`config.mk`:
```
export PLATFORM = sky130hd
export DESIGN_NAME = ps2_mouse_cursor_tracker
export DESIGN_NICKNAME = d
export VERILOG_FILES = /design/src/design/ps2mct_pkg.sv /design/src/design/ps2_mouse_cursor_tracker.sv /design/src/design/ps2mct_in_stage.sv /design/src/design/ps2mct_core.sv /design/src/design/ps2mct_out_stage.sv
export SDC_FILE = /design/constraint.sdc
export NUM_CORES = 1
export LEC_CHECK = 0
export ABC_AREA = 0
export BUFFER_PORTS_ARGS = -buffer_cell sky130_fd_sc_hd__buf_2
export CAP_MARGIN = 0
export CELL_PAD_IN_SITES_DETAIL_PLACEMENT = 0
export CELL_PAD_IN_SITES_GLOBAL_PLACEMENT = 1
export CORE_ASPECT_RATIO = 1.4
export CORE_MARGIN = 5
export CORE_UTILIZATION = 51
export DETAILED_ROUTE_END_ITERATION = 8
export PLACE_DENSITY = 0.88
export SYNTH_ARGS = -nofsm -noshare
export SYNTH_HDL_FRONTEND = slang
export SYNTH_HIERARCHICAL = 1
export SYNTH_SLANG_ARGS = --single-unit
```
`constraint.sdc`:
```
create_clock -name clk_i -period 6.75 [get_ports clk_i]
set_clock_uncertainty 0.1 [all_clocks]
set_input_delay 0.675 -clock clk_i [delete_from_list [all_inputs] [get_ports clk_i]]
set_output_delay 0.675 -clock clk_i [all_outputs]
set_load 0.005 [all_outputs]
```
`src/design/ps2mct_pkg.sv`:
```
// Package for the PS/2 mouse cursor tracker.
// Types, mode and register codes, reset values and button codes.
// No dependencies.
`default_nettype none

package ps2mct_pkg;

  localparam int unsigned COORD_BITS_DEF = 12;
  localparam int unsigned SIZE_BITS      = 13;
  localparam int unsigned CODE_BITS      = 7;

  localparam logic [SIZE_BITS-1:0] SCREEN_W_RST = 13'd640;
  localparam logic [SIZE_BITS-1:0] SCREEN_H_RST = 13'd480;

  localparam logic [CODE_BITS-1:0] CODE_NONE  = 7'd127;
  localparam logic [CODE_BITS-1:0] CODE_LEFT  = 7'd1;
  localparam logic [CODE_BITS-1:0] CODE_RIGHT = 7'd2;
  localparam logic [CODE_BITS-1:0] CODE_MID   = 7'd3;

  typedef enum logic [1:0] {
    MODE_BYTE       = 2'd0,
    MODE_RD_PRESS   = 2'd1,
    MODE_RD_RELEASE = 2'd2
  } mode_e;

  typedef enum logic [0:0] {
    REG_SCREEN_W = 1'b0,
    REG_SCREEN_H = 1'b1
  } reg_idx_e;

  typedef struct packed {
    mode_e      mode;
    logic       aux;
    logic [7:0] data;
  } item_t;

endpackage

`default_nettype wire

```
`src/design/ps2_mouse_cursor_tracker.sv`:
```
// An accepted item is held in the input register, which feeds the result register that drives the output.
// Throughput: one item per cycle; each item gives exactly one result.
// Only the result register stalling on m_axis_tready holds back input.
// Reset (rst_ni low, async): cursor at (320, 240), latches 127, screen 640 x 480,
// byte count and buttons cleared, both stages empty.
// Depends on ps2mct_pkg, ps2mct_in_stage, ps2mct_core, ps2mct_out_stage.
`default_nettype none

module ps2_mouse_cursor_tracker import ps2mct_pkg::*; #(
  parameter int unsigned COORD_BITS = COORD_BITS_DEF,
  localparam int unsigned OUT_BITS  = 2 * COORD_BITS + 2 * CODE_BITS,
  localparam int unsigned OUT_W     = ((OUT_BITS + 7) / 8) * 8
) (
  input  wire logic                 clk_i,
  input  wire logic                 rst_ni,
  input  wire logic                 cfg_we_i,
  input  wire logic [0:0]           cfg_idx_i,
  input  wire logic [SIZE_BITS-1:0] cfg_wdata_i,
  input  wire logic                 s_axis_tvalid,
  output logic                      s_axis_tready,
  input  wire logic [7:0]           s_axis_tdata,  // data_byte
  input  wire logic [2:0]           s_axis_tuser,  // mode[1:0], aux_flag
  output logic                      m_axis_tvalid,
  input  wire logic                 m_axis_tready,
  output logic [OUT_W-1:0]          m_axis_tdata,  // cursor_x, cursor_y, press_code, release_code
  output logic [0:0]                m_axis_tuser   // packet_done
);

  item_t                 s_item, c_item;
  logic                  c_valid, out_free, adv;
  logic [COORD_BITS-1:0] cur_x, cur_y;
  logic [CODE_BITS-1:0]  press, rel;
  logic                  done;
  logic [OUT_W-1:0]      res;

  assign s_item.mode = mode_e'(s_axis_tuser[1:0]);
  assign s_item.aux  = s_axis_tuser[2];
  assign s_item.data = s_axis_tdata;

  ps2mct_in_stage u_in (
    .clk_i   (clk_i),
    .rst_ni  (rst_ni),
    .valid_i (s_axis_tvalid),
    .ready_o (s_axis_tready),
    .item_i  (s_item),
    .adv_i   (adv),
    .valid_o (c_valid),
    .item_o  (c_item)
  );

  assign adv = c_valid && out_free;

  ps2mct_core #(.COORD_BITS(COORD_BITS)) u_core (
    .clk_i       (clk_i),
    .rst_ni      (rst_ni),
    .cfg_we_i    (cfg_we_i),
    .cfg_idx_i   (reg_idx_e'(cfg_idx_i)),
    .cfg_wdata_i (cfg_wdata_i),
    .fire_i      (adv),
    .item_i      (c_item),
    .cursor_x_o  (cur_x),
    .cursor_y_o  (cur_y),
    .press_o     (press),
    .release_o   (rel),
    .done_o      (done)
  );

  assign res = OUT_W'({rel, press, cur_y, cur_x});

  ps2mct_out_stage #(.DATA_W(OUT_W)) u_out (
    .clk_i   (clk_i),
    .rst_ni  (rst_ni),
    .load_i  (adv),
    .data_i  (res),
    .user_i  (done),
    .free_o  (out_free),
    .valid_o (m_axis_tvalid),
    .ready_i (m_axis_tready),
    .data_o  (m_axis_tdata),
    .user_o  (m_axis_tuser[0])
  );

endmodule

`default_nettype wire

```
`src/design/ps2mct_in_stage.sv`:
```
// Input register of the cursor tracker: holds one accepted item.
// Depends on ps2mct_pkg.
`default_nettype none

module ps2mct_in_stage import ps2mct_pkg::*; (
  input  wire logic  clk_i,
  input  wire logic  rst_ni,
  input  wire logic  valid_i,
  output logic       ready_o,
  input  wire item_t item_i,
  input  wire logic  adv_i,
  output logic       valid_o,
  output item_t      item_o
);

  logic  valid_q, valid_d;
  item_t item_q;

  assign ready_o = !valid_q || adv_i;
  assign valid_d = valid_i ? 1'b1 : (valid_q && !adv_i);

  always_ff @(posedge clk_i or negedge rst_ni) begin
    if (!rst_ni) begin
      valid_q <= 1'b0;
    end else if (ready_o) begin
      valid_q <= valid_d;
    end
  end

  always_ff @(posedge clk_i) begin
    if (valid_i && ready_o) begin
      item_q <= item_i;
    end
  end

  assign valid_o = valid_q;
  assign item_o  = item_q;

endmodule

`default_nettype wire

```
`src/design/ps2mct_core.sv`:
```
// Packet assembly, cursor update with clamp, button event latches.
// State and config registers; result logic is combinational. Depends on ps2mct_pkg.
`default_nettype none

module ps2mct_core import ps2mct_pkg::*; #(
  parameter int unsigned COORD_BITS = COORD_BITS_DEF
) (
  input  wire logic                  clk_i,
  input  wire logic                  rst_ni,
  input  wire logic                  cfg_we_i,
  input  wire reg_idx_e              cfg_idx_i,
  input  wire logic [SIZE_BITS-1:0]  cfg_wdata_i,
  input  wire logic                  fire_i,
  input  wire item_t                 item_i,
  output logic [COORD_BITS-1:0]      cursor_x_o,
  output logic [COORD_BITS-1:0]      cursor_y_o,
  output logic [CODE_BITS-1:0]       press_o,
  output logic [CODE_BITS-1:0]       release_o,
  output logic                       done_o
);

  localparam int unsigned VW = COORD_BITS + 2;
  localparam int unsigned TW = (COORD_BITS > SIZE_BITS) ? COORD_BITS : SIZE_BITS;
  localparam logic [COORD_BITS-1:0] CMAX  = '1;
  localparam logic [COORD_BITS-1:0] X_RST = COORD_BITS'(SCREEN_W_RST >> 1);
  localparam logic [COORD_BITS-1:0] Y_RST = COORD_BITS'(SCREEN_H_RST >> 1);

  logic [SIZE_BITS-1:0]  width_q, height_q;
  logic [1:0]            idx_q, idx_d;
  logic [7:0]            pkt0_q, pkt1_q;
  logic [2:0]            btn_q, btn_d;
  logic [COORD_BITS-1:0] x_q, x_d, y_q, y_d;
  logic [CODE_BITS-1:0]  press_q, press_d, rel_q, rel_d;
  logic [CODE_BITS-1:0]  press_n, rel_n;
  logic                  is_byte, last;
  logic [2:0]            rise, fall;
  logic signed [VW-1:0]  sum_x, sum_y;

  function automatic logic [COORD_BITS-1:0] top_of(input logic [SIZE_BITS-1:0] size);
    logic [SIZE_BITS-1:0] m1;
    m1 = size - SIZE_BITS'(1);
    if (size == '0) begin
      return '0;
    end else if (TW'(m1) > TW'(CMAX)) begin
      return CMAX;
    end else begin
      return COORD_BITS'(m1);
    end
  endfunction

  function automatic logic [COORD_BITS-1:0] clamp(input logic signed [VW-1:0] v,
                                                   input logic [COORD_BITS-1:0] top);
    if (v[VW-1]) begin
      return '0;
    end else if (v > $signed({2'b00, top})) begin
      return top;
    end else begin
      return v[COORD_BITS-1:0];
    end
  endfunction

  assign is_byte = (item_i.mode == MODE_BYTE) && item_i.aux;
  assign last    = is_byte && idx_q[1];

  assign sum_x = $signed({2'b00, x_q}) + $signed({{(VW-8){pkt1_q[7]}}, pkt1_q});
  assign sum_y = $signed({2'b00, y_q}) - $signed({{(VW-8){item_i.data[7]}}, item_i.data});

  assign rise = pkt0_q[2:0] & ~btn_q;
  assign fall = ~pkt0_q[2:0] & btn_q;

  always_comb begin
    x_d     = x_q;
    y_d     = y_q;
    btn_d   = btn_q;
    press_n = press_q;
    rel_n   = rel_q;
    idx_d   = idx_q;
    if (is_byte) begin
      idx_d = last ? 2'd0 : idx_q + 2'd1;
    end
    if (last) begin
      x_d   = clamp(sum_x, top_of(width_q));
      y_d   = clamp(sum_y, top_of(height_q));
      btn_d = pkt0_q[2:0];
      if (rise[2]) begin
        press_n = CODE_MID;
      end else if (rise[1]) begin
        press_n = CODE_RIGHT;
      end else if (rise[0]) begin
        press_n = CODE_LEFT;
      end
      if (fall[2]) begin
        rel_n = CODE_MID;
      end else if (fall[1]) begin
        rel_n = CODE_RIGHT;
      end else if (fall[0]) begin
        rel_n = CODE_LEFT;
      end
    end
    press_d = press_n;
    rel_d   = rel_n;
    case (item_i.mode)
      MODE_RD_PRESS:   press_d = CODE_NONE;
      MODE_RD_RELEASE: rel_d   = CODE_NONE;
      default: ;
    endcase
  end

  always_ff @(posedge clk_i or negedge rst_ni) begin
    if (!rst_ni) begin
      idx_q   <= 2'd0;
      btn_q   <= 3'd0;
      x_q     <= X_RST;
      y_q     <= Y_RST;
      press_q <= CODE_NONE;
      rel_q   <= CODE_NONE;
    end else if (fire_i) begin
      idx_q   <= idx_d;
      btn_q   <= btn_d;
      x_q     <= x_d;
      y_q     <= y_d;
      press_q <= press_d;
      rel_q   <= rel_d;
    end
  end

  always_ff @(posedge clk_i or negedge rst_ni) begin
    if (!rst_ni) begin
      width_q  <= SCREEN_W_RST;
      height_q <= SCREEN_H_RST;
    end else if (cfg_we_i) begin
      case (cfg_idx_i)
        REG_SCREEN_W: width_q  <= cfg_wdata_i;
        REG_SCREEN_H: height_q <= cfg_wdata_i;
        default: ;
      endcase
    end
  end

  // packet bytes: no reset, always written before read
  always_ff @(posedge clk_i) begin
    if (fire_i && is_byte && !idx_q[1]) begin
      if (idx_q[0]) begin
        pkt1_q <= item_i.data;
      end else begin
        pkt0_q <= item_i.data;
      end
    end
  end

  assign cursor_x_o = x_d;
  assign cursor_y_o = y_d;
  assign press_o    = press_n;
  assign release_o  = rel_n;
  assign done_o     = last;

endmodule

`default_nettype wire

```
`src/design/ps2mct_out_stage.sv`:
```
// Result register of the cursor tracker with downstream handshake.
// Depends on ps2mct_pkg.
`default_nettype none

module ps2mct_out_stage import ps2mct_pkg::*; #(
  parameter int unsigned DATA_W = 40
) (
  input  wire logic              clk_i,
  input  wire logic              rst_ni,
  input  wire logic              load_i,
  input  wire logic [DATA_W-1:0] data_i,
  input  wire logic              user_i,
  output logic                   free_o,
  output logic                   valid_o,
  input  wire logic              ready_i,
  output logic [DATA_W-1:0]      data_o,
  output logic                   user_o
);

  logic              valid_q;
  logic [DATA_W-1:0] data_q;
  logic              user_q;

  assign free_o = !valid_q || ready_i;

  always_ff @(posedge clk_i or negedge rst_ni) begin
    if (!rst_ni) begin
      valid_q <= 1'b0;
    end else if (free_o) begin
      valid_q <= load_i;
    end
  end

  always_ff @(posedge clk_i) begin
    if (load_i) begin
      data_q <= data_i;
      user_q <= user_i;
    end
  end

  assign valid_o = valid_q;
  assign data_o  = data_q;
  assign user_o  = user_q;

endmodule

`default_nettype wire

```
==> impl_metrics.py, run 1 <==
metrics = {
    "grt": {
        "grt.met3_usage_pct": 3.764,
        "busiest_layer": "met2",
        "grt_use_met2_pct": 38.83,
        "use_met1_pct": 25.93,
        "grt_pass1_vias": 6676,
        "gr-usage-all-layers_pct": 22.24,
        "grt_antenna_before_repair": 0,
        "grt_max_degree": 72,
        "grt_pass1_wl_mm": 32.69,
        "gr-total-overflow": 0,
    },
    "floorplan": {
        "dieArea_mm2": 0.01855,
        "fp.dieW_um": 116.5,
        "rows": 54,
        "io_pins": 73,
        "coreArea_mm2": 0.01561,
        "start_util_pct": 51.92,
        "die_h_um": 159.2,
    },
    "sta": {
        "worst_pin_slew_ns": 1.218,
        "rsz0062_at_grt": "no",
        "finalSetupTns_ns": 0,
        "fmax_ghz": 0.2018,
        "setup_viol": 0,
        "final_hold_viol_count": 0,
        "period_needed_ns": 4.956,
        "final_max_slew_viol_count": 0,
        "timing.final.crit_share_pct": 73.43,
        "layout_setup_ws_ns": 1.794,
        "relSlewSlack_pct": 18.61,
    },
    "detailed_routing": {
        "drc": 0,
        "drt_iter0_drc": 453,
        "post_drt_wl_per_cell_um": 18.66,
        "vias_per_cell": 6.088,
        "ant_nets": 0,
        "dr.pass1.iters": 5,
        "wl_mm": 20.34,
        "dr_total_vias": 6636,
    },
    "clocking": {
        "post_cts_buffers": 0,
        "htreeDepth": 4,
        "clk-insertion-delay-late_ns": 0.43,
        "cts-resized-gates": 0,
        "cts.sinks": 134,
        "cts_buffers": 17,
        "clk_pin_slew_ns": 0.06,
        "cts_tree": "done",
        "clockBufferDepth": 2,
        "ctsRootBufferMaster": "clkbuf_16",
        "cts_hold_buf": 0,
    },
    "synthesis": {
        "synth-edff-count": 63,
        "ys_types": 73,
        "ys_ff_latch": 134,
        "async_flop_share_pct": 52.99,
        "ys_seq_area_share_pct": 45.67,
        "synth.cell_area_mm2": 0.008104,
        "avgSynthCellArea_um2": 9.968,
        "ys.flop_type": "edfxtp_1",
        "syn_inst": 813,
        "yosys_warnings": 6,
    },
    "setup_path": {
        "slowest_stage": "a221oi_1",
        "path_buf_inv": 1,
        "critical_path_required_ns": 6.88,
        "critPathLaunchType": "flip-flop",
        "critPathKind": "reg -> reg",
        "cp_cell_sequence": "inv_1 -> ha_1 -> or3b_2 -> or3_1 -> nor3_1 -> nand2_1 -> a21oi_1 -> ha_1 -> nand4_1 -> a21oi_1 -> a211oi_1 -> o21ai_0 -> a221oi_1 -> a2111oi_0 -> o32ai_1",
        "max_stage_delay_ns": 0.89,
        "end_kind": "flip-flop",
        "arrival_ns": 5.09,
        "cp_top_family": "compound AO/OA/AOI/OAI gates",
        "critPathMaxFanout": 9,
    },
    "run": {
        "drv_cap": 0,
    },
    "outcome": {
        "outcome": "completed",
    },
    "cells_and_area": {
        "drive_gt1_share_pct": 19.35,
        "finalNonFillerCells": 1090,
        "final_common_cell": "nand2_1",
        "layout.nets": 965,
        "final_cell_mix": "nand2_1, buf_2, edfxtp_1",
        "synthToLayoutAreaGrowth_pct": 13.82,
        "diodes": 0,
        "fillCellCount": 1325,
        "postLayoutCoreUtil_pct": 59.10,
    },
    "power_and_ir_drop": {
        "p_per_area_mw_per_mm2": 389.0,
        "leakage_uw": 0.003893,
        "vdd_ir_drop_max_v": 0.0001998,
    },
    "placement": {
        "hpwl_mm": 14.78,
        "dp.cells": 1058,
        "routabilityCongestion": 0.9469,
        "dpl_worst_slack_ns": 1.863,
        "portBuffers": 72,
    },
    "worst_hold_path": {
        "worst_hold_path_type": "in -> reg",
    },
}
==> synthesized netlist by cell type, types with 11 or more instances <==
cell type | number | area, um^2
a21oi_1 | 55 | 275.3
and3_1 | 18 | 112.6
clkbuf_1 | 23 | 86.33
dfrtp_1 | 45 | 1126
dfstp_2 | 26 | 683.2
edfxtp_1 | 63 | 1892
ha_1 | 52 | 650.6
inv_1 | 41 | 153.9
mux2_2 | 22 | 247.7
nand2_1 | 98 | 367.9
nand2b_1 | 14 | 87.58
nand3_1 | 22 | 110.1
nand4_1 | 18 | 112.6
nor2_1 | 44 | 165.2
nor2b_1 | 18 | 112.6
o211ai_1 | 11 | 82.58
o21ai_0 | 35 | 175.2
o31ai_1 | 21 | 157.7
or3_1 | 12 | 75.07
xnor2_1 | 18 | 157.7
==> cell families (layout without fill, tap and decap cells) <==
group                    count (synthesis)  in the layout  share of synthesized area [%]
adder cells (fa/ha/maj)                 55             55                          8.646
other                                    1              2                        0.04627
buffers and inverters                   70            150                          3.258
XOR/XNOR                                27             27                          2.918
AND/OR/NAND/NOR                        294            294                          18.76
multiplexers                            23             23                          3.181
AO/OA/AOI/OAI                          209            209                          17.52
flip-flops                             134            134                          45.67
==> path summary, 6_finish.rpt <==
path	start	to	slack [ns]	cells past startpoint
max	u_core/height_q[0]$_DFFE_PN0P_	u_out/data_o[23]$_DFFE_PP_	1.79	15
max in group asynchronous	rst_ni	u_core/y_q[11]$_DFFE_PN0P_	5.54	2
min	s_axis_tuser[1]	u_in/item_o[10]$_DFFE_PP_	0.32	1
min in group asynchronous	rst_ni	u_out/valid_o$_DFFE_PN0P_	0.36	2
min reg2reg	u_core/press_q[2]$_DFFE_PN1P_	u_core/press_q[2]$_DFFE_PN1P_	0.36	2
max reg2reg	u_core/height_q[0]$_DFFE_PN0P_	u_out/data_o[23]$_DFFE_PP_	1.79	15
==> routing by layer <==
layer  share of wire [%]  wire length [um]  vias to the layer above
met3                 4.8               981                       47
met4                 3.6               734                        0
met2                  51             10440                      228
met5                   0                 0                        -
li1                    -                 -                     3173
met1                  40              8182                     3188
==> report_power, final <==
part | leakage (uW) | internal, uW | total, uW | switching (uW)
Clock | 0.000277 | 533 | 898 | 365
Sequential | 0.00141 | 1090 | 1230 | 134
Combinational | 0.00221 | 566 | 1460 | 894
Total | 0.00389 | 2190 | 3590 | 1390
==> worst reg2reg max path, stage by stage (launching register included) <==
cell and delay, ns:
dfrtp_1 0.42, inv_1 0.07, ha_1 0.17, or3b_2 0.49
or3_1 0.37, nor3_1 0.37, nand2_1 0.15, a21oi_1 0.29
ha_1 0.31, nand4_1 0.16, a21oi_1 0.06, a211oi_1 0.23
o21ai_0 0.14, a221oi_1 0.89, a2111oi_0 0.21, o32ai_1 0.34
==> registers in the layout (all words and copies together) (netlist names) <==
name	flops
u_core/pkt1_q	8
u_in/valid_o	1
u_core/width_q	13
u_core/pkt0_q	3
u_core/x_q	12
u_core/y_q	12
u_core/press_q	7
u_out/valid_o	1
u_core/height_q	13
u_core/btn_q	3
u_in/item_o	11
u_out/data_o	40
u_core/idx_q	2
u_out/user_o	1
u_core/rel_q	7
==> per-stage QoR <==
step,power (uW),hold slack [ns],area (um^2)
6_report,3588,0.3157,9224
3_3_place_gp,2616,0.3429,8650
3_5_place_dp,2672,0.3463,8650
5_1_grt,3821,0.3100,9224
4_1_cts,3586,0.3061,9224
2_1_floorplan,2263,0.2794,8108
==> layout make-up <==
class	instances	area [um^2]	share of cell area (%)
Clock inverter	12	116.4	1.262
Sequential cell	134	3701	40.12
Inverter	41	153.9	1.668
Tap cell	196	245.2	2.659
Timing Repair Buffer	77	397.9	4.314
Clock buffer	20	457.9	4.965
Multi-Input combinational cell	610	4151	45.01
Note: power is estimated with default switching activity, not from simulation.
==> run 2, diff against run 1 <==
- ABC_AREA: 0 -> 1
- CORE_UTILIZATION: 51 -> 45
- PLACE_DENSITY: 0.88 -> 0.82
- clock period: 6.75 -> 4.9 ns (I/O delays scaled with it)
==> impl_metrics.py, run 2 <==
metrics = {
    "setup_path": {
        "slowest_stage": "dfrtp_1",
        "worst-r2r-setup-slack_ns": 0.73,
        "arrival_ns": 4.24,
        "path_common_cell": "nand2_1",
        "cp_top_family": "simple AND/OR/NAND/NOR gates",
        "critPathKind": "reg -> reg",
        "max_stage_delay_ns": 0.41,
        "critPathLaunchType": "flip-flop",
        "critPathMaxFanout": 12,
        "rr_endpoint": "u_out/data_o[11]$_DFFE_PP_",
        "critical_path_required_ns": 4.97,
        "crit-reg2reg-launch": "u_core/width_q[0]$_DFFE_PN0P_",
        "rr_worst_depth": 21,
        "path_buf_inv": 1,
        "end_kind": "flip-flop",
        "cp_cell_sequence": "inv_1 -> ha_1 -> nand3_2 -> nor2_1 -> nand3_1 -> xor2_1 -> nor2_1 -> nand4_1 -> nand4_1 -> nand2_1 -> ha_1 -> nand2_1 -> o21bai_1 -> a31oi_1 -> nand4_1 -> nand3_1 -> nand3_1 -> nand2_1 -> nand2_1 -> nand2_1 -> o21ai_0",
    },
    "clocking": {
        "cts_hold_buf": 0,
        "htreeDepth": 4,
        "cts-resized-gates": 0,
        "cts.sinks": 134,
        "post_cts_buffers": 0,
        "clk-insertion-delay-late_ns": 0.43,
        "cts_tree": "done",
        "clockBufferDepth": 2,
        "ctsRootBufferMaster": "clkbuf_16",
        "clk_pin_slew_ns": 0.06,
        "cts_buffers": 17,
    },
    "placement": {
        "portBuffers": 72,
        "hpwl_mm": 14.55,
        "routabilityCongestion": 0.8653,
        "dpl_worst_slack_ns": 0.7594,
        "post_dp_cell_area_mm2": 0.008880,
        "dp.cells": 1339,
    },
    "floorplan": {
        "dieArea_mm2": 0.02130,
        "fp.dieW_um": 124.8,
        "rows": 58,
        "coreArea_mm2": 0.01807,
        "start_util_pct": 45.94,
        "io_pins": 73,
        "die_h_um": 170.7,
    },
    "synthesis": {
        "async_flop_share_pct": 52.99,
        "ys_seq_area_share_pct": 44.59,
        "ys_types": 38,
        "synth.cell_area_mm2": 0.008300,
        "yosys_warnings": 6,
        "avgSynthCellArea_um2": 7.928,
        "ys.flop_type": "edfxtp_1",
        "yosysTopAreaCell": "edfxtp_1",
        "ys_ff_latch": 134,
        "synth.most_common_cell": "nand2_1",
        "synth_top_area_share_pct": 22.79,
        "synthTopCellsByArea": "edfxtp_1, nand2_1, dfrtp_1",
        "synth_common_cells": "nand2_1, inv_1, nor2_1, edfxtp_1, nand4_1",
        "syn_inst": 1047,
        "synth-edff-count": 63,
    },
    "cells_and_area": {
        "drive_gt1_share_pct": 13.70,
        "multi_input_area_mm2": 0.003866,
        "fillCellCount": 1735,
        "diodes": 0,
        "final_cell_mix": "nand2_1, inv_1, nor2_1",
        "synthToLayoutAreaGrowth_pct": 14.27,
        "final_common_cell": "nand2_1",
        "largest_register_ffs": 40,
        "finalNonFillerCells": 1371,
        "final_area_mm2": 0.009485,
        "layout.nets": 1202,
        "regArea_mm2": 0.003701,
    },
    "sta": {
        "relSlewSlack_pct": 27.20,
        "setup_viol": 0,
        "worst_pin_slew_ns": 1.092,
        "timing.final.crit_share_pct": 85.10,
        "final_max_slew_viol_count": 0,
        "layout_setup_ws_ns": 0.7303,
        "period_needed_ns": 4.170,
        "rsz0062_at_grt": "no",
        "final_hold_viol_count": 0,
        "fmax_ghz": 0.2398,
        "finalSetupTns_ns": 0,
    },
    "detailed_routing": {
        "dr_total_vias": 6737,
        "dr.pass1.iters": 5,
        "vias_per_cell": 4.914,
        "drc": 0,
        "drt_iter0_drc": 390,
        "post_drt_wl_per_cell_um": 13.99,
        "wl_mm": 19.18,
        "ant_nets": 0,
    },
    "grt": {
        "grt_max_degree": 72,
        "grt_pass1_vias": 6756,
        "grt_pass1_wl_mm": 32.26,
        "gr-usage-all-layers_pct": 18.92,
        "gr-total-overflow": 0,
        "grt_antenna_before_repair": 0,
    },
    "outcome": {
        "outcome": "completed",
    },
    "power_and_ir_drop": {
        "leakage_uw": 0.004868,
        "p_per_area_mw_per_mm2": 529.9,
        "vdd_ir_drop_max_v": 0.0002393,
    },
    "worst_hold_path": {
        "worst_hold_path_type": "in -> async",
    },
    "run": {
        "drv_cap": 0,
    },
}
-- run 2: metal layers --
| metal | share of wire (%) | wire [um] | vias up | GRT usage, % |
|---|---|---|---|---|
| li1 | - | - | 3539 | - |
| met3 | 3.0 | 566 | 32 | 3.404 |
| met1 | 41 | 7908 | 3061 | 21.01 |
| met2 | 53 | 10220 | 105 | 35.64 |
| met5 | 0 | 0 | - | 0 |
| met4 | 2.5 | 484 | 0 | 7.725 |
-- run 2: cells by family after synthesis --
kind of cell | Yosys count | synth area share [%]
and+or+nand+nor | 535 | 27.81
buffers and inverters | 186 | 8.878
xor gates and xnor gates | 38 | 4.010
DFF | 134 | 44.59
AOI/OAI and AO/OA | 99 | 6.346
other | 1 | 0.04518
adders and majority gates | 54 | 8.321
-- run 2: cell type report --
class / count / area share (%)
multi-input cells: 728 / 40.76
flip-flops and latches: 134 / 39.02
inverters: 157 / 6.213
clock buffers: 18 / 4.749
repair buffers: 80 / 4.459
well taps: 240 / 3.166
clock inverters: 14 / 1.636
-- run 2: how the worst max path moves through the flow --
| stage | from | end | slack [ns] | cells past startpoint |
|---|---|---|---|---|
| 4_1_cts | u_core/width_q[0]$_DFFE_PN0P_ | u_out/data_o[11]$_DFFE_PP_ | 0.74 | 21 |
| 2_1_floorplan | u_core/width_q[0]$_DFFE_PN0P_ | u_out/data_o[10]$_DFFE_PP_ | 1.54 | 23 |
| 3_3_place_gp | u_core/width_q[0]$_DFFE_PN0P_ | u_out/data_o[11]$_DFFE_PP_ | 0.88 | 21 |
| 3_5_place_dp | u_core/width_q[0]$_DFFE_PN0P_ | u_out/data_o[11]$_DFFE_PP_ | 0.76 | 21 |
| 6_report | u_core/width_q[0]$_DFFE_PN0P_ | u_out/data_o[11]$_DFFE_PP_ | 0.73 | 21 |
| 5_1_grt | u_core/width_q[0]$_DFFE_PN0P_ | u_out/data_o[11]$_DFFE_PP_ | 0.24 | 21 |
-- run 2: power by group --
group	switching, uW	internal (uW)	total [uW]
logic	1320	763	2080
registers	164	1510	1670
clock network	560	709	1270
total	2050	2980	5030
-- run 2: per-stage QoR --
| stage | hold WS [ns] | utilization [%] | power (uW) |
|---|---|---|---|
| 2_1_floorplan | 0.09441 | - | 3242 |
| 3_3_place_gp | 0.3595 | 49.14 | 3764 |
| 3_5_place_dp | 0.3655 | 49.14 | 3786 |
| 4_1_cts | 0.1176 | 52.49 | 5084 |
| 5_1_grt | 0.1170 | 52.49 | 5517 |
| 6_report | 0.1065 | 52.49 | 5027 |
